===== src/rtl/core/vcm_pkg.sv =====
// Package for the vector clock merge and compare block.
// Holds the request and result structs, the op codes and the controller interface types.
// Has no dependencies; every other file in rtl/core uses it.
package vcm_pkg;

	localparam logic [2:0] OP_MERGE   = 3'd0;
	localparam logic [2:0] OP_PRED    = 3'd1;
	localparam logic [2:0] OP_COMPARE = 3'd2;
	localparam logic [2:0] OP_INC     = 3'd3;
	localparam logic [2:0] OP_DEC     = 3'd4;

	localparam int unsigned VAL_W    = 32;
	localparam int unsigned THREAD_W = 6;

	typedef struct packed {
		logic [2:0]          op;
		logic [THREAD_W-1:0] thread;
		logic [VAL_W-1:0]    other_value;
		logic                sender_owner;
		logic                last;
	} in_t;

	typedef struct packed {
		logic             changed;
		logic             less_equal;
		logic             less_than;
		logic [VAL_W-1:0] owner_value;
	} out_t;

	// Commands from the controller to the datapath.
	typedef struct packed {
		logic capture;
		logic commit;
	} cmd_t;

	// Status from the datapath to the controller.
	typedef struct packed {
		logic has_result;
	} sts_t;

endpackage


===== src/rtl/core/vcm_ctrl.sv =====
// Controller for the vector clock merge and compare block.
// Sequences capture and commit of one request and owns the output valid flag.
// Depends on vcm_pkg.
module vcm_ctrl (
	input  logic          clk,
	input  logic          arst_n,
	input  logic          in_valid,
	output logic          in_ready,
	output logic          out_valid,
	input  logic          out_ready,
	input  vcm_pkg::sts_t sts,
	output vcm_pkg::cmd_t cmd
);

	typedef enum logic {S_IDLE, S_EXEC} state_t;

	state_t state_q;
	logic   out_valid_q;

	assign in_ready    = (state_q == S_IDLE);
	assign out_valid   = out_valid_q;
	assign cmd.capture = in_valid && in_ready;
	// A request with a result commits only when the output register has room.
	assign cmd.commit  = (state_q == S_EXEC) &&
		(!sts.has_result || !out_valid_q || out_ready);

	always_ff @(posedge clk or negedge arst_n) begin
		if (!arst_n) begin
			state_q     <= S_IDLE;
			out_valid_q <= 1'b0;
		end else begin
			case (state_q)
				S_IDLE: begin
					if (cmd.capture) state_q <= S_EXEC;
				end
				S_EXEC: begin
					if (cmd.commit) state_q <= S_IDLE;
				end
				default: state_q <= S_IDLE;
			endcase
			if (cmd.commit && sts.has_result) begin
				out_valid_q <= 1'b1;
			end else if (out_ready) begin
				out_valid_q <= 1'b0;
			end
		end
	end

`ifndef SYNTHESIS
	a_one_at_a_time: assert property (@(posedge clk) disable iff (!arst_n)
		cmd.capture |=> !in_ready)
		else $error("request accepted while another is in progress");

	a_result_shown: assert property (@(posedge clk) disable iff (!arst_n)
		(cmd.commit && sts.has_result) |=> out_valid)
		else $error("committed result not presented");

	a_no_overwrite: assert property (@(posedge clk) disable iff (!arst_n)
		(state_q == S_EXEC && sts.has_result && out_valid_q && !out_ready) |-> !cmd.commit)
		else $error("pending result overwritten");
`endif

endmodule


===== src/rtl/core/vcm_datapath.sv =====
// Datapath for the vector clock merge and compare block.
// Holds the clock store, owner register, flag accumulators and the output register.
// Depends on vcm_pkg.
module vcm_datapath #(
	parameter int unsigned THREADS = 64
) (
	input  logic                         clk,
	input  logic                         arst_n,
	input  vcm_pkg::in_t                 in_data,
	input  logic                         cfg_we,
	input  logic [vcm_pkg::THREAD_W-1:0] cfg_wdata,
	input  vcm_pkg::cmd_t                cmd,
	output vcm_pkg::sts_t                sts,
	output vcm_pkg::out_t                out_data
);

	// Only 64 threads can be addressed, so the store never needs more rows.
	localparam int unsigned ADDRESSABLE = 1 << vcm_pkg::THREAD_W;
	localparam int unsigned DEPTH       = (THREADS < ADDRESSABLE) ? THREADS : ADDRESSABLE;
	localparam int unsigned AW          = (DEPTH > 1) ? $clog2(DEPTH) : 1;
	localparam int unsigned CW          = $clog2(THREADS + 1) + 1;
	localparam int unsigned XW          = (CW > vcm_pkg::THREAD_W) ? CW : vcm_pkg::THREAD_W;
	localparam logic [XW-1:0] THREADS_X = XW'(THREADS);
	localparam logic [vcm_pkg::VAL_W-1:0] VAL_MAX = '1;

	logic [vcm_pkg::VAL_W-1:0] mem [DEPTH];
	logic [DEPTH-1:0]          vld_q;

	logic [vcm_pkg::THREAD_W-1:0] owner_q;
	logic                         changed_acc_q;
	logic                         le_acc_q;
	logic                         lt_acc_q;

	logic [2:0]                op_q;
	logic [vcm_pkg::VAL_W-1:0] ov_q;
	logic                      so_q;
	logic                      last_q;
	logic                      inrange_q;
	logic [AW-1:0]             addr_q;
	logic [vcm_pkg::VAL_W-1:0] rd_q;
	logic                      rd_vld_q;

	logic [vcm_pkg::THREAD_W-1:0] sel;
	logic                         sel_inrange;
	logic [vcm_pkg::VAL_W-1:0]    cur;
	logic [vcm_pkg::VAL_W-1:0]    ov_adj;
	logic [vcm_pkg::VAL_W-1:0]    wdata;
	logic                         we;
	logic                         raise;
	logic                         gt;
	logic                         lt;
	logic                         le_n;
	logic                         lt_n;
	logic                         chg_n;
	vcm_pkg::out_t                res;

	// Increment and decrement address the owner entry, everything else the carried thread.
	assign sel = (in_data.op == vcm_pkg::OP_INC || in_data.op == vcm_pkg::OP_DEC) ?
		owner_q : in_data.thread;
	assign sel_inrange = XW'(sel) < THREADS_X;

	always_ff @(posedge clk) begin
		if (cmd.capture) begin
			op_q      <= in_data.op;
			ov_q      <= in_data.other_value;
			so_q      <= in_data.sender_owner;
			last_q    <= in_data.last;
			inrange_q <= sel_inrange;
			addr_q    <= sel[AW-1:0];
			rd_q      <= mem[sel[AW-1:0]];
		end
		if (we) mem[addr_q] <= wdata;
	end

	// Valid bits make never-written rows read as zero after reset.
	always_ff @(posedge clk or negedge arst_n) begin
		if (!arst_n) begin
			vld_q    <= '0;
			rd_vld_q <= 1'b0;
		end else begin
			if (cmd.capture) rd_vld_q <= vld_q[sel[AW-1:0]];
			if (we) vld_q[addr_q] <= 1'b1;
		end
	end

	assign cur    = rd_vld_q ? rd_q : '0;
	assign ov_adj = (op_q == vcm_pkg::OP_PRED && so_q && ov_q != '0) ? ov_q - 1'b1 : ov_q;
	assign raise  = inrange_q && (cur < ov_adj);
	assign gt     = inrange_q && (cur > ov_q);
	assign lt     = inrange_q && (cur < ov_q);
	assign chg_n  = changed_acc_q | raise;
	assign le_n   = le_acc_q & ~gt;
	assign lt_n   = lt_acc_q | lt;

	always_comb begin
		wdata          = ov_adj;
		we             = 1'b0;
		res            = '0;
		sts.has_result = 1'b0;
		case (op_q)
			vcm_pkg::OP_MERGE, vcm_pkg::OP_PRED: begin
				we             = cmd.commit && raise;
				res.changed    = chg_n;
				sts.has_result = last_q;
			end
			vcm_pkg::OP_COMPARE: begin
				res.less_equal = le_n;
				res.less_than  = le_n & lt_n;
				sts.has_result = last_q;
			end
			vcm_pkg::OP_INC, vcm_pkg::OP_DEC: begin
				if (op_q == vcm_pkg::OP_INC) begin
					wdata = (cur != VAL_MAX) ? cur + 1'b1 : cur;
				end else begin
					wdata = (cur != '0) ? cur - 1'b1 : cur;
				end
				we              = cmd.commit && inrange_q;
				res.owner_value = inrange_q ? wdata : '0;
				sts.has_result  = 1'b1;
			end
			default: begin
				sts.has_result = 1'b0;
			end
		endcase
	end

	always_ff @(posedge clk or negedge arst_n) begin
		if (!arst_n) begin
			owner_q       <= '0;
			changed_acc_q <= 1'b0;
			le_acc_q      <= 1'b1;
			lt_acc_q      <= 1'b0;
		end else begin
			if (cfg_we) owner_q <= cfg_wdata;
			if (cmd.commit) begin
				if (op_q == vcm_pkg::OP_MERGE || op_q == vcm_pkg::OP_PRED) begin
					changed_acc_q <= last_q ? 1'b0 : chg_n;
				end
				if (op_q == vcm_pkg::OP_COMPARE) begin
					le_acc_q <= last_q ? 1'b1 : le_n;
					lt_acc_q <= last_q ? 1'b0 : lt_n;
				end
			end
		end
	end

	always_ff @(posedge clk) begin
		if (cmd.commit && sts.has_result) out_data <= res;
	end

endmodule


===== src/rtl/core/vector_clock_merge_compare.sv =====
// Top level of the vector clock merge and compare block.
// Joins the controller and the datapath; depends on vcm_pkg, vcm_ctrl and vcm_datapath.
//
//   channel  direction  handshake              payload
//   in       input      in_valid / in_ready    vcm_pkg::in_t
//   out      output     out_valid / out_ready  vcm_pkg::out_t
//   cfg      input      cfg_we                 owner thread, 6 bits
//
// Each request is captured, and its store row read, in the idle state; the execute state
// updates the row if the op writes it and loads the result into the output register.
// The output register holds one finished result; a new request is accepted while it waits.
// A request with a result waits in the execute state while a held result is not yet taken.
// Reset is asynchronous; the store reads as zero afterwards through per-row valid bits.
module vector_clock_merge_compare #(
	parameter int unsigned THREADS = 64
) (
	input  logic                         clk,
	input  logic                         arst_n,
	input  logic                         in_valid,
	output logic                         in_ready,
	input  vcm_pkg::in_t                 in_data,
	output logic                         out_valid,
	input  logic                         out_ready,
	output vcm_pkg::out_t                out_data,
	input  logic                         cfg_we,
	input  logic [vcm_pkg::THREAD_W-1:0] cfg_wdata
);

	vcm_pkg::cmd_t cmd;
	vcm_pkg::sts_t sts;

	vcm_ctrl u_ctrl (
		.clk       (clk),
		.arst_n    (arst_n),
		.in_valid  (in_valid),
		.in_ready  (in_ready),
		.out_valid (out_valid),
		.out_ready (out_ready),
		.sts       (sts),
		.cmd       (cmd)
	);

	vcm_datapath #(
		.THREADS (THREADS)
	) u_datapath (
		.clk       (clk),
		.arst_n    (arst_n),
		.in_data   (in_data),
		.cfg_we    (cfg_we),
		.cfg_wdata (cfg_wdata),
		.cmd       (cmd),
		.sts       (sts),
		.out_data  (out_data)
	);

endmodule

===== config.mk =====
export PLATFORM = sky130hd
export DESIGN_NAME = vector_clock_merge_compare
export DESIGN_NICKNAME = d
export VERILOG_FILES = /design/src/rtl/core/vcm_pkg.sv /design/src/rtl/core/vcm_ctrl.sv /design/src/rtl/core/vcm_datapath.sv /design/src/rtl/core/vector_clock_merge_compare.sv
export SDC_FILE = /design/constraint.sdc
export NUM_CORES = 2
export LEC_CHECK = 0
export CAP_MARGIN = 20
export CORE_MARGIN = 4
export CORE_UTILIZATION = 45
export DETAILED_ROUTE_END_ITERATION = 10
export DONT_BUFFER_PORTS = 1
export GPL_TIMING_DRIVEN = 0
export HOLD_SLACK_MARGIN = 0.1
export PLACE_DENSITY = 0.65
export SLEW_MARGIN = 20
export SYNTH_ARGS = -nofsm -noshare
export SYNTH_HDL_FRONTEND = slang
export SYNTH_SLANG_ARGS = --single-unit

===== constraint.sdc =====
create_clock -name clk -period 10.9 [get_ports clk]
set_clock_uncertainty 0.05 [all_clocks]
set_input_delay 1.09 -clock clk [delete_from_list [all_inputs] [get_ports clk]]
set_output_delay 1.09 -clock clk [all_outputs]
set_load 0.05 [all_outputs]

After elaboration in Yosys (flattened, before gate mapping) --
Memories as Yosys holds them, arrays and structs flattened. A register that Yosys moved wholly into a read port is not among the register bits. Index checks and enable logic that the tools add are counted.
Operators by class: add/subtract/negate cells 3, magnitude comparators 6, eq/ne operators 7, mux-type cells 23, bitwise logic cells 7, reduce and logical (&&, ||, !) cells 22
Operator list (count):
- two-way mux 32 bit | 6
- less-than comparator 32 bit | 2
- bitwise OR 64 bit | 1
- nonzero test 32 bit | 2
- subtractor 32 x 1 -> 32 bit, second input constant | 2
- adder 32 x 1 -> 32 bit, second input constant | 1
- > comparator 32 bit | 1
- inequality test 32 bit, second input constant | 1
- less-than comparator 6 x 7 -> 1 bit, second input constant | 2
- two-way mux 1 bit | 11
- equality test 3 x 2 -> 1 bit, second input constant | 3
- logical AND 1 bit | 7
- binary-select mux 1 bit (select 6 bit) | 1
- demux 1 bit (select 6 bit) | 1
- equality test 3 bit, second input constant | 2
- greater-or-equal comparator 6 x 1 -> 1 bit, second input constant | 1
- two-way mux 6 bit | 1
- one-hot mux 1 bit (2 select lines) | 3
- logical OR 1 bit | 4
- AND reduction 2 bit | 2
- OR reduction 2 bit | 2
- equality test 3 x 1 -> 1 bit, second input constant | 1
- logical NOT 3 bit | 1
- OR reduction 3 bit | 1
- 5 further kinds | 9
Storage, ports and cells: bits in registers 154, bits in writable memories 2048, input port bits 54, output and inout port bits 37, word-level logic and storage cells 86, memories 1
Memories:
- u_datapath.mem | depth 64, bits a word 32, rd ports 1, clocked after Yosys merged registers in 1, write ports 1, line vcm_datapath.sv:26 | logic [vcm_pkg::VAL_W-1:0] mem [DEPTH];

Logic depth before layout (Yosys ltp) --
depth after elaboration 11, depth in mapped cells 19, mapped depth without buffers 18

Modules after synthesis --
Synthesis repeated with hierarchy kept, for this count alone.
Second synthesis, totals: cells, all modules 6709, area total of the unflattened synthesis 91242.5 sq um
Modules (own cells, without submodules):
- vcm_datapath | instances 1, cells an instance 6699, area each 91148.7 sq um, seq. area each 66655.2 sq um
- vcm_ctrl | instances 1, cells an instance 10, area each 93.8 sq um, seq. area each 50.0 sq um

Worst setup path before layout --
No wires, ideal clock.
path kind register to register, start reg u_datapath.ov_q[23] in the netlist's numbering, end mem u_datapath.mem[0][0] in the netlist's numbering, enable pin, setup time 0.470 ns, arrival time 6.677 ns, data required time 10.380 ns, setup slack 3.703 ns, stages on the path, launching flop included 18, buffers on the path 1, period minus slack after synthesis 7.197 ns, cells stage by stage edfxtp_1 > or4_4 > or4_4 > nor4_4 > nand2b_1 > nor3_1 > nand4_1 > xnor2_1 > ha_1 > a21o_1 > a21o_1 > a21o_1 > a21oi_1 > nor3_1 > nor3_1 > nand3_2 > buf_2 > a211oi_1
On the way: cells in the longest elaborated chain, start to end 8, elaborated cells between the ends (all ways) 9, classes of those cells add/sub: 1; order compare: 1; mux: 4; reduce/logical: 3
RTL lines:
- start, declared | line vcm_datapath.sv:35 | logic [vcm_pkg::VAL_W-1:0] ov_q;
- start signal, assigned | line vcm_datapath.sv:65 | ov_q <= in_data.other_value;
- parallel branches: the longest is 2 deep, another holds subtractor 32 x 1 -> 32 bit
- two-way mux 32 bit * | line vcm_datapath.sv:87 | assign ov_adj = (op_q == vcm_pkg::OP_PRED && so_q && ov_q != '0) ? ov_q - 1'b1 : ov_q;
- less-than comparator 32 bit * | line vcm_datapath.sv:88 | assign raise = inrange_q && (cur < ov_adj);
- logical AND 1 bit * | line vcm_datapath.sv:102 | we = cmd.commit && raise;
- one-hot mux 1 bit (2 select lines) * | line vcm_datapath.sv:100 | case (op_q)
- two-way mux 1 bit * | line vcm_datapath.sv:72 | if (we) mem[addr_q] <= wdata;
- two-way mux 1 bit (implied by the code) * | line vcm_datapath.sv:72
- end, declared | line vcm_datapath.sv:26
Every way passes the cells marked *.

Final worst setup path --
start reg u_datapath.op_q[1], end mem u_datapath.mem[24][26] in the netlist's numbering, enable pin
On the way: cells in the longest elaborated chain, start to end 11, elaborated cells between the ends (all ways) 21, classes of those cells order compare: 1; eq/ne: 4; mux: 5; reduce/logical: 11
RTL lines:
- start, declared | line vcm_datapath.sv:34 | logic [2:0] op_q;
- start signal, assigned | line vcm_datapath.sv:64 | op_q <= in_data.op;
- parallel branches: the longest is 8 deep, another holds less-than comparator 32 bit
- one-hot mux 1 bit (2 select lines) * | line vcm_datapath.sv:100
- two-way mux 1 bit * | line vcm_datapath.sv:72
- two-way mux 1 bit (implied by the code) * | line vcm_datapath.sv:72
Marks and branches as above.

==> results.yml <==
route:
  dr.pass1.iters: 10
  drt-total-wl_um: 348300
  via_per_inst: 6.606
  routedWlPerCell_um: 34.23
  drtAntennaViolNets: 0
  drtIter0Drc: 11900
  drc: 0
  dr_total_vias: 67230
timing:
  timing.fmax_mhz: 124.9
  fin_setup_tns_ps: 0
  final_max_slew_viol_count: 0
  final-hold-violation-count: 0
  rsz0062_at_grt: "no"
  tightest_slew_ps: 1377
  setup_viol: 0
  finalCriticalPeriod_ps: 8006
  finalCritPeriodShare: 0.7345
  relSlewSlack: 0.07559
clock_tree:
  numClockSinks: 2234
  clockBufferDepth: 3
  cts_buffers: 218
  cts_setup_buffers: 0
  root_buffer: "clkbuf_16"
  clk_pin_slew_ps: 70
  cts_hold_buf: 2
  clk_latency_ps: 880
  h-tree-depth: 4
  tritoncts: "yes"
  cts_resized: 0
power:
  leakage_nw: 36.28
  powerDensity_nw_per_um2: 191.6
  ir_worst_vdd_mv: 0.1897
global_route:
  antenna_found_initial: 40
  grt_usage: 0.3192
  grt_pass1_wl_um: 478800
  first_global_vias: 62180
  grt_max_degree: 77
  gr-total-overflow: 0
synth:
  synth_fp_nets: 6926
  synth_compound_area_frac: 0.1270
  avgSynthCellArea_um2: 13.64
  synth_xor_area_frac: 0.005003
  synthSimpleGateAreaFrac: 0.1127
  synth_area_um2: 92790
  synth-main-ff-cell: "edfxtp_1"
  synthAdderAreaFrac: 0.009034
  synth-seq-area-share: 0.7189
  synth_edf_count: 2158
  async_flop_share: 0.03402
  ys.warnings.count: 0
  synth.distinct_cells: 71
  ys_ff_latch: 2234
  synthCells: 6805
  yosys-mux-area-fraction: 0.002023
  synth_top_family_by_area: "compound AO/OA/AOI/OAI gates"
worst_setup_path:
  rr_worst_depth: 21
  r2r-start: "u_datapath.op_q[1]"
  worstSetupStartpointType: "register"
  worst_ep_required_time_ps: 11410
  rrSetupSlack_ps: 2890
  r2r_end: "u_datapath.mem[24][26]"
  crit_fanout: 12
  worst-setup-path-type: "register to register"
  crit_start: "u_datapath.op_q[1]"
  endpoint_kind: "register"
  arrival_ps: 8520
worst_hold_path:
  holdCritPathClass: "input pin to register"
  min_to: "u_datapath.ov_q[14]"
  hold_start: "in_data[16]"
  whs_path_depth: 0
floorplan:
  row_count: 166
  start_util: 0.4531
  core_region_area_um2: 204800
  num_io_pins: 91
  dieArea_um2: 213500
  dieWidth_um: 462.1
  fp.dieH_um: 462.1
final_layout:
  final_util: 0.5320
  areaGrowthSynthToFinish_pct: 17.41
  fill_cells: 16670
  fin_nets: 7393
  layout-drive-gt1-share: 0.1078
status:
  status: "finished clean"
placement:
  finalWeightedCongestion: 0.9963
  port_buffers: 0
  dp_hpwl_um: 253800
flow_run:
  cap_viol_max_count: 0
[per-layer routing]
metal | vias up | global-route usage | routed length, um
met1 | 33480 | 0.4194 | 126200
li1 | 27610 | - | -
met3 | 963 | 0.1152 | 51010
met2 | 5151 | 0.4681 | 150000
met5 | - | 0.0006787 | 158
met4 | 18 | 0.1610 | 21000
[per-stage QoR]
step / area [um^2] / hold WS, ps / setup WS, ps / std cells / power [mW]
after CTS: 108800 / 221.1 / 2989 / 10140 / 20.73
final: 108900 / 269.6 / 2894 / 10180 / 20.87
after floorplan: 92790 / 383.3 / 3703 / 6805 / 11.65
after global placement: 96150 / 399.5 / -1935 / 9493 / 13.15
after global routing: 108900 / 229.7 / 2483 / 10150 / 21.33
after detailed placement: 101900 / 406.9 / 3026 / 9738 / 13.44
[area by class of cell]
class	instances	area, um^2	area share
inverters	60	227.7	0.002090
clock inverters	116	1086	0.009969
flip-flops and latches	2234	66710	0.6123
diodes	33	82.58	0.0007580
plain buffers	552	2172	0.01994
well taps	2688	3363	0.03087
multi-input cells	3959	24820	0.2278
repair buffers	247	4673	0.04289
clock buffers	287	5817	0.05339
[flip-flops by register name (all words and copies together), names as in the netlist, 3 cells and up]
register / count
u_datapath.mem: 2048
u_datapath.rd_q: 32
u_datapath.out_data: 35
u_datapath.vld_q: 64
u_datapath.op_q: 3
u_datapath.ov_q: 32
u_datapath.owner_q: 6
u_datapath.addr_q: 6
[report_power, final]
| group | leakage [nW] | internal, mW | switching [mW] |
|---|---|---|---|
| clock | 3.37 | 4.14 | 3.31 |
| combinational | 12.4 | 0.932 | 2.55 |
| sequential | 20.5 | 9.84 | 0.110 |
| total | 36.3 | 14.9 | 5.97 |
[Yosys cell counts (all sizes together) (53+ instances only)]
cell type / number / area, um^2
a211oi: 539 / 4046
dfrtp: 75 / 1877
o21ai: 285 / 1426
and3: 508 / 3178
nand3: 92 / 465.5
a31oi: 69 / 446.7
ha: 67 / 838.3
nand2: 1241 / 4658
a21oi: 53 / 265.3
a311oi: 480 / 4204
inv: 58 / 217.7
clkbuf: 479 / 1798
nor2: 110 / 420.4
buf: 73 / 330.3
edfxtp: 2158 / 64800
nand4: 83 / 519.3
[kinds of logic (layout without fill, tap and decap cells)]
group,Yosys count,in the layout
and+or+nand+nor,2220,2220
muxes,18,18
other,0,33
buffers and inverters,612,1262
adders and majority gates,67,67
DFF,2234,2234
xor gates and xnor gates,53,53
AOI/OAI and AO/OA,1601,1601
[placed cells by master (no fill, tap or decap), types with 31 or more instances in the layout]
cell / n
edfxtp_1: 2158
nand2_1: 1241
and3_1: 508
clkbuf_1: 505
a211oi_1: 505
a311oi_1: 479
o21ai_0: 280
clkbuf_16: 220
nand3_1: 91
nand4_1: 83
nor2_1: 78
dfrtp_1: 75
buf_16: 74
buf_8: 68
a31oi_1: 67
ha_1: 67
inv_1: 53
buf_6: 53
a21oi_1: 51
buf_12: 50
xnor2_1: 49
buf_2: 45
clkinv_1: 43
clkinv_2: 39
nor3_1: 35
clkbuf_2: 35
a211oi_4: 34
diode_2: 33
or2_2: 33
and2_1: 32
o21bai_1: 31
[worst max path at each step]
stage	endpoint	slack [ps]
after floorplan	u_datapath.mem[0][0]	3700
after global placement	u_datapath.mem[22][2]	-1940
after detailed placement	u_datapath.mem[24][26]	3030
after CTS	u_datapath.mem[24][27]	2990
after global routing	u_datapath.mem[24][0]	2480
final	u_datapath.mem[24][26]	2890
[critical path, stage by stage (launching register included)]
cell	delay (ps)
edfxtp_1	350
clkbuf_1	200
nor2_1	400
nand3_1	210
nor4_1	490
nand4_1	290
nor4_1	790
nand3_1	180
xnor2_1	420
ha_1	330
a21o_1	160
a21o_1	170
a21o_1	170
a21oi_1	170
nor2_1	80
nor3_1	880
nand3_2	420
buf_2	430
a211oi_4	790
buf_6	310
buf_8	200
buf_8	180
Note: power is estimated with default switching activity, not from simulation.
